### src/symbol_error_rate_counter_top_macros.svh
// Assertion macros shared by the symbol error rate counter.
// Depends on a clock named clk and an active-low reset named arst_n in scope.
`ifndef SYMBOL_ERROR_RATE_COUNTER_TOP_MACROS_SVH
`define SYMBOL_ERROR_RATE_COUNTER_TOP_MACROS_SVH

// The consequent must hold in the same cycle as the antecedent.
`define SERC_ASSERT_NOW(label, ante, cons, msg) \
	label: assert property (@(posedge clk) disable iff (!arst_n) (ante) |-> (cons)) \
		else $error(msg);

// The consequent must hold in the cycle after the antecedent.
`define SERC_ASSERT_NEXT(label, ante, cons, msg) \
	label: assert property (@(posedge clk) disable iff (!arst_n) (ante) |=> (cons)) \
		else $error(msg);

`endif

### src/serc_pkg.sv
// Shared types and constants of the symbol error rate counter.
// No dependencies; used by the interfaces, the front and back parts and the top level.
package serc_pkg;

	localparam int SYMBOL_WIDTH_DEF   = 32;
	localparam int COUNT_WIDTH_DEF    = 48;
	localparam int RATE_FRAC_BITS_DEF = 31;

	localparam int SYMBOL_FIELD_W = 32;
	localparam int RATE_W         = 32;
	localparam int CFG_INDEX_W    = 2;
	localparam int QUEUE_DEPTH    = 2;

	localparam logic KIND_CLEAR = 1'b1;

	typedef enum logic [CFG_INDEX_W-1:0] {
		REG_ERROR_LIMIT  = 2'd0,
		REG_SYMBOL_LIMIT = 2'd1
	} cfg_reg_t;

	// What the back part does with the rate for one item.
	typedef enum logic [1:0] {
		OP_DIVIDE,
		OP_HOLD,
		OP_ZERO
	} job_op_t;

	typedef struct packed {
		job_op_t op;
		logic    counted;
		logic    mismatch;
		logic    done;
	} job_flags_t;

	typedef enum logic [1:0] {
		BK_IDLE,
		BK_DIV,
		BK_OUT
	} back_state_t;

endpackage

### src/serc_if.sv
// Stream interfaces for symbol pairs and result items.
// Depends on serc_pkg for field widths.
interface serc_in_if;
	logic                                valid;
	logic                                ready;
	logic                                kind;
	logic [serc_pkg::SYMBOL_FIELD_W-1:0] received_symbol;
	logic [serc_pkg::SYMBOL_FIELD_W-1:0] reference_symbol;

	modport source(output valid, kind, received_symbol, reference_symbol, input ready);
	modport sink(input valid, kind, received_symbol, reference_symbol, output ready);
endinterface

interface serc_out_if #(
	parameter int COUNT_WIDTH = serc_pkg::COUNT_WIDTH_DEF
);
	logic                        valid;
	logic                        ready;
	logic [serc_pkg::RATE_W-1:0] error_rate;
	logic [COUNT_WIDTH-1:0]      symbols_seen;
	logic [COUNT_WIDTH-1:0]      errors_seen;
	logic                        counted;
	logic                        mismatch;
	logic                        done_res;

	modport source(output valid, error_rate, symbols_seen, errors_seen, counted, mismatch,
		done_res, input ready);
	modport sink(input valid, error_rate, symbols_seen, errors_seen, counted, mismatch,
		done_res, output ready);
endinterface

### src/serc_front.sv
// Front part: accepts items, holds the limits and the running counts, classifies each item.
// Depends on serc_pkg and serc_in_if.
module serc_front #(
	parameter int SYMBOL_WIDTH = serc_pkg::SYMBOL_WIDTH_DEF,
	parameter int COUNT_WIDTH  = serc_pkg::COUNT_WIDTH_DEF
) (
	input  logic                             clk,
	input  logic                             arst_n,
	input  logic                             cfg_we,
	input  logic [serc_pkg::CFG_INDEX_W-1:0] cfg_index,
	input  logic [COUNT_WIDTH-1:0]           cfg_data,
	serc_in_if.sink                          pairs,
	input  logic                             full,
	output logic                             push,
	output serc_pkg::job_flags_t             job_flags,
	output logic [COUNT_WIDTH-1:0]           job_sym,
	output logic [COUNT_WIDTH-1:0]           job_err
);

	localparam logic [COUNT_WIDTH-1:0] CMAX = {COUNT_WIDTH{1'b1}};

	logic [COUNT_WIDTH-1:0] sym_tot_q, err_tot_q, err_lim_q, sym_lim_q;
	logic [COUNT_WIDTH-1:0] sym_inc, err_inc, sym_nxt, err_nxt;
	logic                   fin_now, fin_nxt, miss;

	assign pairs.ready = !full;
	assign push        = pairs.valid && !full;

	assign miss = pairs.received_symbol[SYMBOL_WIDTH-1:0]
		!= pairs.reference_symbol[SYMBOL_WIDTH-1:0];

	// Both counters stop at their maximum.
	assign sym_inc = (sym_tot_q == CMAX) ? sym_tot_q : sym_tot_q + COUNT_WIDTH'(1);
	assign err_inc = (err_tot_q == CMAX) ? err_tot_q : err_tot_q + COUNT_WIDTH'(1);

	assign fin_now = ((err_lim_q != '0) && (err_tot_q >= err_lim_q))
		|| ((sym_lim_q != '0) && (sym_tot_q >= sym_lim_q));
	assign fin_nxt = ((err_lim_q != '0) && (err_nxt >= err_lim_q))
		|| ((sym_lim_q != '0) && (sym_nxt >= sym_lim_q));

	always_comb begin
		sym_nxt            = sym_tot_q;
		err_nxt            = err_tot_q;
		job_flags.op       = serc_pkg::OP_HOLD;
		job_flags.counted  = 1'b0;
		job_flags.mismatch = 1'b0;
		if (pairs.kind == serc_pkg::KIND_CLEAR) begin
			sym_nxt      = '0;
			err_nxt      = '0;
			job_flags.op = serc_pkg::OP_ZERO;
		end else if (!fin_now) begin
			sym_nxt            = sym_inc;
			err_nxt            = miss ? err_inc : err_tot_q;
			job_flags.op       = serc_pkg::OP_DIVIDE;
			job_flags.counted  = 1'b1;
			job_flags.mismatch = miss;
		end
		job_flags.done = fin_nxt;
	end

	assign job_sym = sym_nxt;
	assign job_err = err_nxt;

	always_ff @(posedge clk or negedge arst_n) begin
		if (!arst_n) begin
			sym_tot_q <= '0;
			err_tot_q <= '0;
		end else if (push) begin
			sym_tot_q <= sym_nxt;
			err_tot_q <= err_nxt;
		end
	end

	always_ff @(posedge clk or negedge arst_n) begin
		if (!arst_n) begin
			err_lim_q <= '0;
			sym_lim_q <= '0;
		end else if (cfg_we) begin
			case (serc_pkg::cfg_reg_t'(cfg_index))
				serc_pkg::REG_ERROR_LIMIT:  err_lim_q <= cfg_data;
				serc_pkg::REG_SYMBOL_LIMIT: sym_lim_q <= cfg_data;
				default: ;
			endcase
		end
	end

endmodule

### src/serc_queue.sv
// Short first-in first-out queue between the front and back parts.
// Depends on nothing but its parameters.
module serc_queue #(
	parameter int WIDTH = 8,
	parameter int DEPTH = 2
) (
	input  logic             clk,
	input  logic             arst_n,
	input  logic             push,
	input  logic [WIDTH-1:0] din,
	output logic             full,
	input  logic             pop,
	output logic             nonempty,
	output logic [WIDTH-1:0] dout
);

	localparam int PTR_W = (DEPTH > 1) ? $clog2(DEPTH) : 1;
	localparam int CNT_W = $clog2(DEPTH + 1);
	localparam logic [PTR_W-1:0] LAST_PTR = PTR_W'(DEPTH - 1);

	logic [WIDTH-1:0] mem_q [DEPTH];
	logic [PTR_W-1:0] wr_ptr_q, rd_ptr_q;
	logic [CNT_W-1:0] cnt_q;

	assign full     = (cnt_q == CNT_W'(DEPTH));
	assign nonempty = (cnt_q != '0);
	assign dout     = mem_q[rd_ptr_q];

	always_ff @(posedge clk) begin
		if (push) begin
			mem_q[wr_ptr_q] <= din;
		end
	end

	always_ff @(posedge clk or negedge arst_n) begin
		if (!arst_n) begin
			wr_ptr_q <= '0;
			rd_ptr_q <= '0;
			cnt_q    <= '0;
		end else begin
			if (push) begin
				wr_ptr_q <= (wr_ptr_q == LAST_PTR) ? '0 : wr_ptr_q + PTR_W'(1);
			end
			if (pop) begin
				rd_ptr_q <= (rd_ptr_q == LAST_PTR) ? '0 : rd_ptr_q + PTR_W'(1);
			end
			if (push && !pop) begin
				cnt_q <= cnt_q + CNT_W'(1);
			end else if (pop && !push) begin
				cnt_q <= cnt_q - CNT_W'(1);
			end
		end
	end

endmodule

### src/serc_back.sv
// Back part: restoring fraction divider for the error rate and the result register.
// Depends on serc_pkg, serc_out_if and the assertion macro header.
`include "symbol_error_rate_counter_top_macros.svh"

module serc_back #(
	parameter int COUNT_WIDTH    = serc_pkg::COUNT_WIDTH_DEF,
	parameter int RATE_FRAC_BITS = serc_pkg::RATE_FRAC_BITS_DEF
) (
	input  logic                   clk,
	input  logic                   arst_n,
	input  logic                   job_valid,
	input  serc_pkg::job_flags_t   job_flags,
	input  logic [COUNT_WIDTH-1:0] job_sym,
	input  logic [COUNT_WIDTH-1:0] job_err,
	output logic                   pop,
	serc_out_if.source             results
);

	localparam int STEP_W = $clog2(RATE_FRAC_BITS);
	localparam logic [STEP_W-1:0] LAST_STEP = STEP_W'(RATE_FRAC_BITS - 1);
	localparam logic [serc_pkg::RATE_W-1:0] RATE_ONE =
		serc_pkg::RATE_W'(64'd1 << RATE_FRAC_BITS);

	serc_pkg::back_state_t state_q, state_nxt;

	logic [COUNT_WIDTH-1:0]        sym_q, err_q, rem_q, rem_nxt;
	serc_pkg::job_flags_t          flags_q;
	logic [RATE_FRAC_BITS-1:0]     quo_q, quo_nxt;
	logic [STEP_W-1:0]             step_q;
	logic [serc_pkg::RATE_W-1:0]   rate_q;
	logic [COUNT_WIDTH:0]          shifted, diff;
	logic                          ge, all_err;

	// One quotient bit per cycle; the remainder always stays below the divisor.
	assign shifted = {rem_q, 1'b0};
	assign diff    = shifted - {1'b0, sym_q};
	assign ge      = (shifted >= {1'b0, sym_q});
	assign rem_nxt = ge ? diff[COUNT_WIDTH-1:0] : shifted[COUNT_WIDTH-1:0];
	assign quo_nxt = {quo_q[RATE_FRAC_BITS-2:0], ge};
	assign all_err = (job_err >= job_sym);

	always_comb begin
		state_nxt = state_q;
		case (state_q)
			serc_pkg::BK_IDLE: begin
				if (job_valid) begin
					state_nxt = (job_flags.op == serc_pkg::OP_DIVIDE && !all_err)
						? serc_pkg::BK_DIV : serc_pkg::BK_OUT;
				end
			end
			serc_pkg::BK_DIV: begin
				if (step_q == LAST_STEP) begin
					state_nxt = serc_pkg::BK_OUT;
				end
			end
			serc_pkg::BK_OUT: begin
				if (results.ready) begin
					state_nxt = serc_pkg::BK_IDLE;
				end
			end
			default: state_nxt = serc_pkg::BK_IDLE;
		endcase
	end

	always_comb begin
		pop           = 1'b0;
		results.valid = 1'b0;
		case (state_q)
			serc_pkg::BK_IDLE: pop           = job_valid;
			serc_pkg::BK_OUT:  results.valid = 1'b1;
			default: ;
		endcase
	end

	always_ff @(posedge clk or negedge arst_n) begin
		if (!arst_n) begin
			state_q <= serc_pkg::BK_IDLE;
			rate_q  <= '0;
			step_q  <= '0;
		end else begin
			state_q <= state_nxt;
			if (pop) begin
				step_q <= '0;
				case (job_flags.op)
					serc_pkg::OP_DIVIDE: begin
						if (all_err) begin
							rate_q <= RATE_ONE;
						end
					end
					serc_pkg::OP_ZERO: rate_q <= '0;
					default: ;
				endcase
			end else if (state_q == serc_pkg::BK_DIV) begin
				step_q <= step_q + STEP_W'(1);
				if (step_q == LAST_STEP) begin
					rate_q <= serc_pkg::RATE_W'(quo_nxt);
				end
			end
		end
	end

	always_ff @(posedge clk) begin
		if (pop) begin
			sym_q   <= job_sym;
			err_q   <= job_err;
			flags_q <= job_flags;
			rem_q   <= job_err;
			quo_q   <= '0;
		end else if (state_q == serc_pkg::BK_DIV) begin
			rem_q <= rem_nxt;
			quo_q <= quo_nxt;
		end
	end

	assign results.error_rate   = rate_q;
	assign results.symbols_seen = sym_q;
	assign results.errors_seen  = err_q;
	assign results.counted      = flags_q.counted;
	assign results.mismatch     = flags_q.mismatch;
	assign results.done_res     = flags_q.done;

	`SERC_ASSERT_NOW(a_rem_below_divisor, state_q == serc_pkg::BK_DIV, rem_q < sym_q,
		"divider remainder reached the divisor")
	`SERC_ASSERT_NOW(a_rate_at_most_one, results.valid, results.error_rate <= RATE_ONE,
		"error rate above one")
	`SERC_ASSERT_NOW(a_errors_within_symbols, results.valid,
		results.errors_seen <= results.symbols_seen, "more errors than symbols")
	`SERC_ASSERT_NEXT(a_pop_starts_work, pop, state_q != serc_pkg::BK_IDLE,
		"item taken from the queue but back part stayed idle")

endmodule

### src/symbol_error_rate_counter_top.sv
// Top level of the symbol error rate counter: front part, item queue and divider back part.
// Depends on serc_pkg, serc_if, serc_front, serc_queue and serc_back.
//
// The block compares aligned received and reference symbols, counts compared symbols and
// mismatches in saturating counters, and returns one result item per input item with the
// error rate errors/symbols as an unsigned fraction with RATE_FRAC_BITS fraction bits
// (truncated, 0 before any symbol is counted, at most 1.0). A clear item zeroes the counts
// and the rate. When a nonzero error or symbol limit is reached the block is finished: pairs
// are then reported with counted low and the counts and rate held, until a clear item. The
// front part counts in the cycle an item is accepted and places it in a two-entry queue, so
// up to two items can be taken while the back part is busy. The back part computes the
// rate with a restoring divider that produces one quotient bit per cycle and takes no new
// item until the result of the last one has been taken; clear items, ignored pairs and
// pairs whose symbols all were errors skip the divider. The result stays in the output
// register until it is taken. Limits are written through the configuration port (index 0
// error limit, index 1 symbol limit, other indexes ignored); the user is to write them only
// while the block is idle, which the block itself does not enforce.
module symbol_error_rate_counter_top #(
	parameter int SYMBOL_WIDTH   = serc_pkg::SYMBOL_WIDTH_DEF,
	parameter int COUNT_WIDTH    = serc_pkg::COUNT_WIDTH_DEF,
	parameter int RATE_FRAC_BITS = serc_pkg::RATE_FRAC_BITS_DEF
) (
	input  logic                             clk,
	input  logic                             arst_n,
	input  logic                             cfg_we,
	input  logic [serc_pkg::CFG_INDEX_W-1:0] cfg_index,
	input  logic [COUNT_WIDTH-1:0]           cfg_data,
	serc_in_if.sink                          pairs,
	serc_out_if.source                       results
);

	// A queue entry carries the item's flags and its counts after the item.
	localparam int JOB_W = $bits(serc_pkg::job_flags_t) + 2 * COUNT_WIDTH;

	logic                   push, pop, q_full, q_nonempty;
	serc_pkg::job_flags_t   front_flags, back_flags;
	logic [COUNT_WIDTH-1:0] front_sym, front_err, back_sym, back_err;
	logic [JOB_W-1:0]       q_din, q_dout;

	serc_front #(
		.SYMBOL_WIDTH(SYMBOL_WIDTH),
		.COUNT_WIDTH (COUNT_WIDTH)
	) u_front (
		.clk      (clk),
		.arst_n   (arst_n),
		.cfg_we   (cfg_we),
		.cfg_index(cfg_index),
		.cfg_data (cfg_data),
		.pairs    (pairs),
		.full     (q_full),
		.push     (push),
		.job_flags(front_flags),
		.job_sym  (front_sym),
		.job_err  (front_err)
	);

	assign q_din = {front_flags, front_sym, front_err};

	serc_queue #(
		.WIDTH(JOB_W),
		.DEPTH(serc_pkg::QUEUE_DEPTH)
	) u_queue (
		.clk     (clk),
		.arst_n  (arst_n),
		.push    (push),
		.din     (q_din),
		.full    (q_full),
		.pop     (pop),
		.nonempty(q_nonempty),
		.dout    (q_dout)
	);

	assign {back_flags, back_sym, back_err} = q_dout;

	serc_back #(
		.COUNT_WIDTH   (COUNT_WIDTH),
		.RATE_FRAC_BITS(RATE_FRAC_BITS)
	) u_back (
		.clk      (clk),
		.arst_n   (arst_n),
		.job_valid(q_nonempty),
		.job_flags(back_flags),
		.job_sym  (back_sym),
		.job_err  (back_err),
		.pop      (pop),
		.results  (results)
	);

endmodule
### src/flat_wrapper.sv
// flat-port wrapper written by rule: the top's interface ports become plain ports
module symbol_error_rate_counter_top_flat 
#(
	parameter int SYMBOL_WIDTH   = serc_pkg::SYMBOL_WIDTH_DEF,
	parameter int COUNT_WIDTH    = serc_pkg::COUNT_WIDTH_DEF,
	parameter int RATE_FRAC_BITS = serc_pkg::RATE_FRAC_BITS_DEF
)
  (clk, arst_n, cfg_we, cfg_index, cfg_data, pairs_valid, pairs_kind, pairs_received_symbol, pairs_reference_symbol, pairs_ready, results_valid, results_error_rate, results_symbols_seen, results_errors_seen, results_counted, results_mismatch, results_done_res, results_ready);
  serc_in_if pairs_i ();
  serc_out_if #(.COUNT_WIDTH(COUNT_WIDTH)) results_i ();
  input  logic clk;
  input  logic arst_n;
  input  logic cfg_we;
  input  logic [serc_pkg::CFG_INDEX_W-1:0] cfg_index;
  input  logic [COUNT_WIDTH-1:0] cfg_data;
  input wire logic [$bits(pairs_i.valid)-1:0] pairs_valid;
  input wire logic [$bits(pairs_i.kind)-1:0] pairs_kind;
  input wire logic [$bits(pairs_i.received_symbol)-1:0] pairs_received_symbol;
  input wire logic [$bits(pairs_i.reference_symbol)-1:0] pairs_reference_symbol;
  output wire logic [$bits(pairs_i.ready)-1:0] pairs_ready;
  output wire logic [$bits(results_i.valid)-1:0] results_valid;
  output wire logic [$bits(results_i.error_rate)-1:0] results_error_rate;
  output wire logic [$bits(results_i.symbols_seen)-1:0] results_symbols_seen;
  output wire logic [$bits(results_i.errors_seen)-1:0] results_errors_seen;
  output wire logic [$bits(results_i.counted)-1:0] results_counted;
  output wire logic [$bits(results_i.mismatch)-1:0] results_mismatch;
  output wire logic [$bits(results_i.done_res)-1:0] results_done_res;
  input wire logic [$bits(results_i.ready)-1:0] results_ready;
  assign pairs_i.valid = pairs_valid;
  assign pairs_i.kind = pairs_kind;
  assign pairs_i.received_symbol = pairs_received_symbol;
  assign pairs_i.reference_symbol = pairs_reference_symbol;
  assign pairs_ready = pairs_i.ready;
  assign results_valid = results_i.valid;
  assign results_error_rate = results_i.error_rate;
  assign results_symbols_seen = results_i.symbols_seen;
  assign results_errors_seen = results_i.errors_seen;
  assign results_counted = results_i.counted;
  assign results_mismatch = results_i.mismatch;
  assign results_done_res = results_i.done_res;
  assign results_i.ready = results_ready;
  symbol_error_rate_counter_top #(.SYMBOL_WIDTH(SYMBOL_WIDTH), .COUNT_WIDTH(COUNT_WIDTH), .RATE_FRAC_BITS(RATE_FRAC_BITS)) u_core (.clk(clk), .arst_n(arst_n), .cfg_we(cfg_we), .cfg_index(cfg_index), .cfg_data(cfg_data), .pairs(pairs_i), .results(results_i));
endmodule
### config.mk
export PLATFORM = sky130hd
export DESIGN_NAME = symbol_error_rate_counter_top_flat
export DESIGN_NICKNAME = d
export VERILOG_FILES = /design/src/serc_pkg.sv /design/src/serc_if.sv /design/src/serc_front.sv /design/src/serc_queue.sv /design/src/serc_back.sv /design/src/symbol_error_rate_counter_top.sv /design/src/flat_wrapper.sv
export VERILOG_INCLUDE_DIRS = /design/src /design/src/src
export SDC_FILE = /design/constraint.sdc
export NUM_CORES = 2
export LEC_CHECK = 0
export BUFFER_PORTS_ARGS = -buffer_cell sky130_fd_sc_hd__buf_2
export CAP_MARGIN = 20
export CORE_UTILIZATION = 25
export DETAILED_ROUTE_END_ITERATION = 10
export PLACE_DENSITY = 0.46
export SYNTH_ARGS = -nofsm -noshare
export SYNTH_HDL_FRONTEND = slang
export SYNTH_SLANG_ARGS = --single-unit
### constraint.sdc
create_clock -name clk -period 7.93 [get_ports clk]
set_input_delay 1.586 -clock clk [delete_from_list [all_inputs] [get_ports clk]]
set_output_delay 1.586 -clock clk [all_outputs]
set_load 0.005 [all_outputs]
==> results.cfg <==
[status]
status = finished clean

[final_layout]
area_delta_synth_final_pct = 16.8
final_nets = 4100
drive_gt1_frac = 0.158

[worst_setup_path]
ff2ff_path_depth = 19
rr_startpoint = u_core.u_front.err_tot_q[9]$_DFFE_PN0P_
worstSetupPathType = flop to flop
critPathCaptureType = flop
reg2reg_to = u_core.u_queue.mem_q[0][96]$_DFFE_PP_
crit_required_ps = 8310
crit_fanout = 18
r2r_setup_slack_ps = 790
start_kind = flop
cp_data_arrival_time_ps = 7520

[timing]
finalMaxSlewViolations = 0
final-setup-viol-count = 0
hold_ws_ps = 454
finalCritPeriodShare = 0.901
tightest_slew_ps = 1160
final.setup_skew_ps = 25.7
fin_crit_ps = 7140
fin_setup_tns_ps = 0
rsz0062_at_grt = no
relSlewSlack = 0.228
timing.fmax_mhz = 140
finalHoldViolCount = 0
fin_ws_ps = 788

[clock_network]
post_cts_buffers = 0
ctsResizeCount = 0
cts-root-buf = clkbuf_16
numCtsBuffers = 75
clk_pin_slew_ps = 60
clock_latency_ps = 690
cts_buffer_depth = 3
ctsHtreeMaxLevel = 3
cts.sinks = 614
cts_tree = yes
ctsHoldBuffers = 0

[global_routing]
grtUsageMet2 = 0.259
overflow = 0
met3_usage = 0.0286
antenna_found_initial = 25
grt_usage = 0.165
top_usage_layer = met2
grt_pass1_wl_mm = 180
met1_usage = 0.229
grt_max_degree = 150
grt_pass1_vias = 27100

[floorplan]
start_util = 0.252
die_area_mm2 = 0.144
die_x_um = 380
core_area_mm2 = 0.141
die_y_um = 380
row_count = 138
ioPinCount = 253

[routing]
drt.antenna.violating_nets = 0
route.detailed.drc = 0
vias = 27700
drt_iter0_markers = 1924
totalWireLength_mm = 121
wl_per_cell_um = 21.4
drtPass1Iterations = 5
vias_per_cell = 4.91

[worst_hold_path]
worstHoldStart = u_core.u_back.quo_q[29]$_SDFFE_PP0P_
hold_path.class = flop to flop
worstHoldPathCells = 2
worstHoldEndpoint = u_core.u_back.quo_q[29]$_SDFFE_PP0P_

[synth]
ys_ff_latch = 614
async_flop_share = 0.383
syn-num-nets = 3887
syn-cell-area_mm2 = 0.0356
avgSynthCellArea_um2 = 10.3
synth-edff-count = 349
ys_types = 93
yosysSeqAreaShare = 0.476
syn_inst = 3473
ys.flop_type = edfxtp_1
yosysWarnings = 0

[placement]
io_buffer_count = 252
dpl_worst_slack_ps = 870
gp_congestion = 0.904
dp_hpwl_mm = 91.4

[run]
max-cap-violations = 0

[power_and_ir_drop]
leakage_nw = 17.7
worst_ir_drop_vdd_uv = 182
p_per_area_mw_per_mm2 = 388
[synth_stat cells (all sizes together), types with 14 or more instances]
cell,count,share of area
nor2,231,0.024
o21ai,224,0.032
edfxtp,349,0.29
and2,15,0.0026
mux2,113,0.036
nand4,79,0.014
mux2i,64,0.018
a31oi,23,0.0045
nand2b,15,0.0026
a22o,16,0.0039
o211ai,28,0.0059
buf,32,0.0043
or3,16,0.0028
xnor2,67,0.016
xor2,45,0.011
o311ai,36,0.0088
a21oi,207,0.029
nor3,54,0.0086
inv,276,0.029
a211oi,17,0.0036
or2,19,0.0033
and4,24,0.0059
nor2b,26,0.0046
nand2,296,0.031
nor4,59,0.012
nand3,111,0.016
o21a,28,0.0059
a211o,14,0.0034
dfrtp,235,0.17
ha,293,0.10
and3,28,0.0049
a21o,106,0.022
clkbuf,129,0.014
dfxtp,30,0.017
[layer usage]
metal | vias up | wire [um]
li1 | 13300 | -
met3 | 178 | 6180
met2 | 712 | 54100
met5 | - | 161
met4 | 28 | 3470
met1 | 13600 | 57200
[worst max-delay path, cell delays in order, from the launching register on]
cell	delay [ps]
dfrtp_1	480
ha_1	360
a21o_1	190
a221oi_1	380
o211ai_1	140
o21ai_0	540
nand4b_1	400
a21o_1	500
nor4_4	980
nand3_1	180
o21ai_0	440
ha_1	330
a21o_1	160
a21o_1	170
a21oi_1	130
o21ai_0	130
a211oi_1	420
o221ai_1	240
a221oi_1	460
o211ai_1	220
[registers in the layout, indices dropped and copies added, names as in the netlist]
register	count
u_core.u_back.results.errors_seen	48
u_core.u_queue.rd_ptr_q	1
u_core.u_front.err_tot_q	48
u_core.u_back.results.mismatch	1
u_core.u_back.results.symbols_seen	48
u_core.u_back.rem_q	48
u_core.u_queue.wr_ptr_q	1
u_core.u_queue.mem_q	202
u_core.u_back.results.done_res	1
u_core.u_front.sym_tot_q	48
u_core.u_back.results.error_rate	32
u_core.u_back.quo_q	30
u_core.u_front.sym_lim_q	48
u_core.u_queue.cnt_q	2
u_core.u_back.step_q	5
u_core.u_back.results.counted	1
u_core.u_back.state_q	2
u_core.u_front.err_lim_q	48
[how the worst max path moves through the flow]
| stage | slack (ps) | end | depth (start not counted) | startpoint |
|---|---|---|---|---|
| after floorplan | 1180 | u_core.u_queue.mem_q[0][0]$_DFFE_PP_ | 3 | pairs_valid |
| after global placement | 1040 | u_core.u_queue.mem_q[0][96]$_DFFE_PP_ | 19 | u_core.u_front.err_tot_q[9]$_DFFE_PN0P_ |
| after detailed placement | 870 | u_core.u_queue.mem_q[0][96]$_DFFE_PP_ | 19 | u_core.u_front.err_tot_q[9]$_DFFE_PN0P_ |
| after CTS | 840 | u_core.u_queue.mem_q[0][96]$_DFFE_PP_ | 19 | u_core.u_front.err_tot_q[9]$_DFFE_PN0P_ |
| after global routing | 530 | u_core.u_queue.mem_q[0][96]$_DFFE_PP_ | 19 | u_core.u_front.err_tot_q[9]$_DFFE_PN0P_ |
| final | 790 | u_core.u_queue.mem_q[0][96]$_DFFE_PP_ | 19 | u_core.u_front.err_tot_q[9]$_DFFE_PN0P_ |
[cells by family after synthesis]
| group | share of synthesized area |
|---|---|
| and+or+nand+nor | 0.139 |
| AOI/OAI and AO/OA | 0.153 |
| muxes | 0.0537 |
| buffers and inverters | 0.0473 |
| xor gates and xnor gates | 0.0275 |
| adders and majority gates | 0.103 |
| DFF | 0.476 |
[layout make-up]
type,instances,area (um2)
Fill cell,14800,99800
Multi-Input combinational cell,2419,17000
Sequential cell,614,17000
Tap cell,1890,2360
Clock buffer,99,2080
Timing Repair Buffer,297,1640
Inverter,279,1050
Clock inverter,37,468
Antenna cell,11,27.5
[per-stage QoR]
step	total power, mW	area, um2	cells	util
detailed placement	12.7	39100	5498	0.276
global route	17.3	41600	5642	0.294
CTS	16.3	41600	5634	0.294
global placement	12.6	39100	5498	0.276
finish	16.2	41600	5646	0.294
floorplan	10.1	35600	3473	-
[placed cells by master (no fill, tap or decap), types with 52 or more instances in the layout]
cell type,synthesis,routed
nand2_1,296,294
o21ai_0,219,218
dfrtp_1,235,234
nand3_1,111,111
buf_2,15,250
inv_1,276,275
nor2_1,229,226
mux2i_1,64,64
ha_1,293,293
clkbuf_16,0,75
nand4_1,79,79
edfxtp_1,349,349
a21o_1,106,106
nor4_1,52,52
xnor2_1,67,67
a21oi_1,207,207
mux2_2,113,113
[report_power, final]
part / internal, mW / total, mW / switching, mW
Combinational: 2.69 / 7.29 / 4.60
Clock: 2.12 / 3.59 / 1.47
Sequential: 4.66 / 5.29 / 0.631
Total: 9.48 / 16.2 / 6.69
No activity file was read; power rests on OpenSTA's default activity.
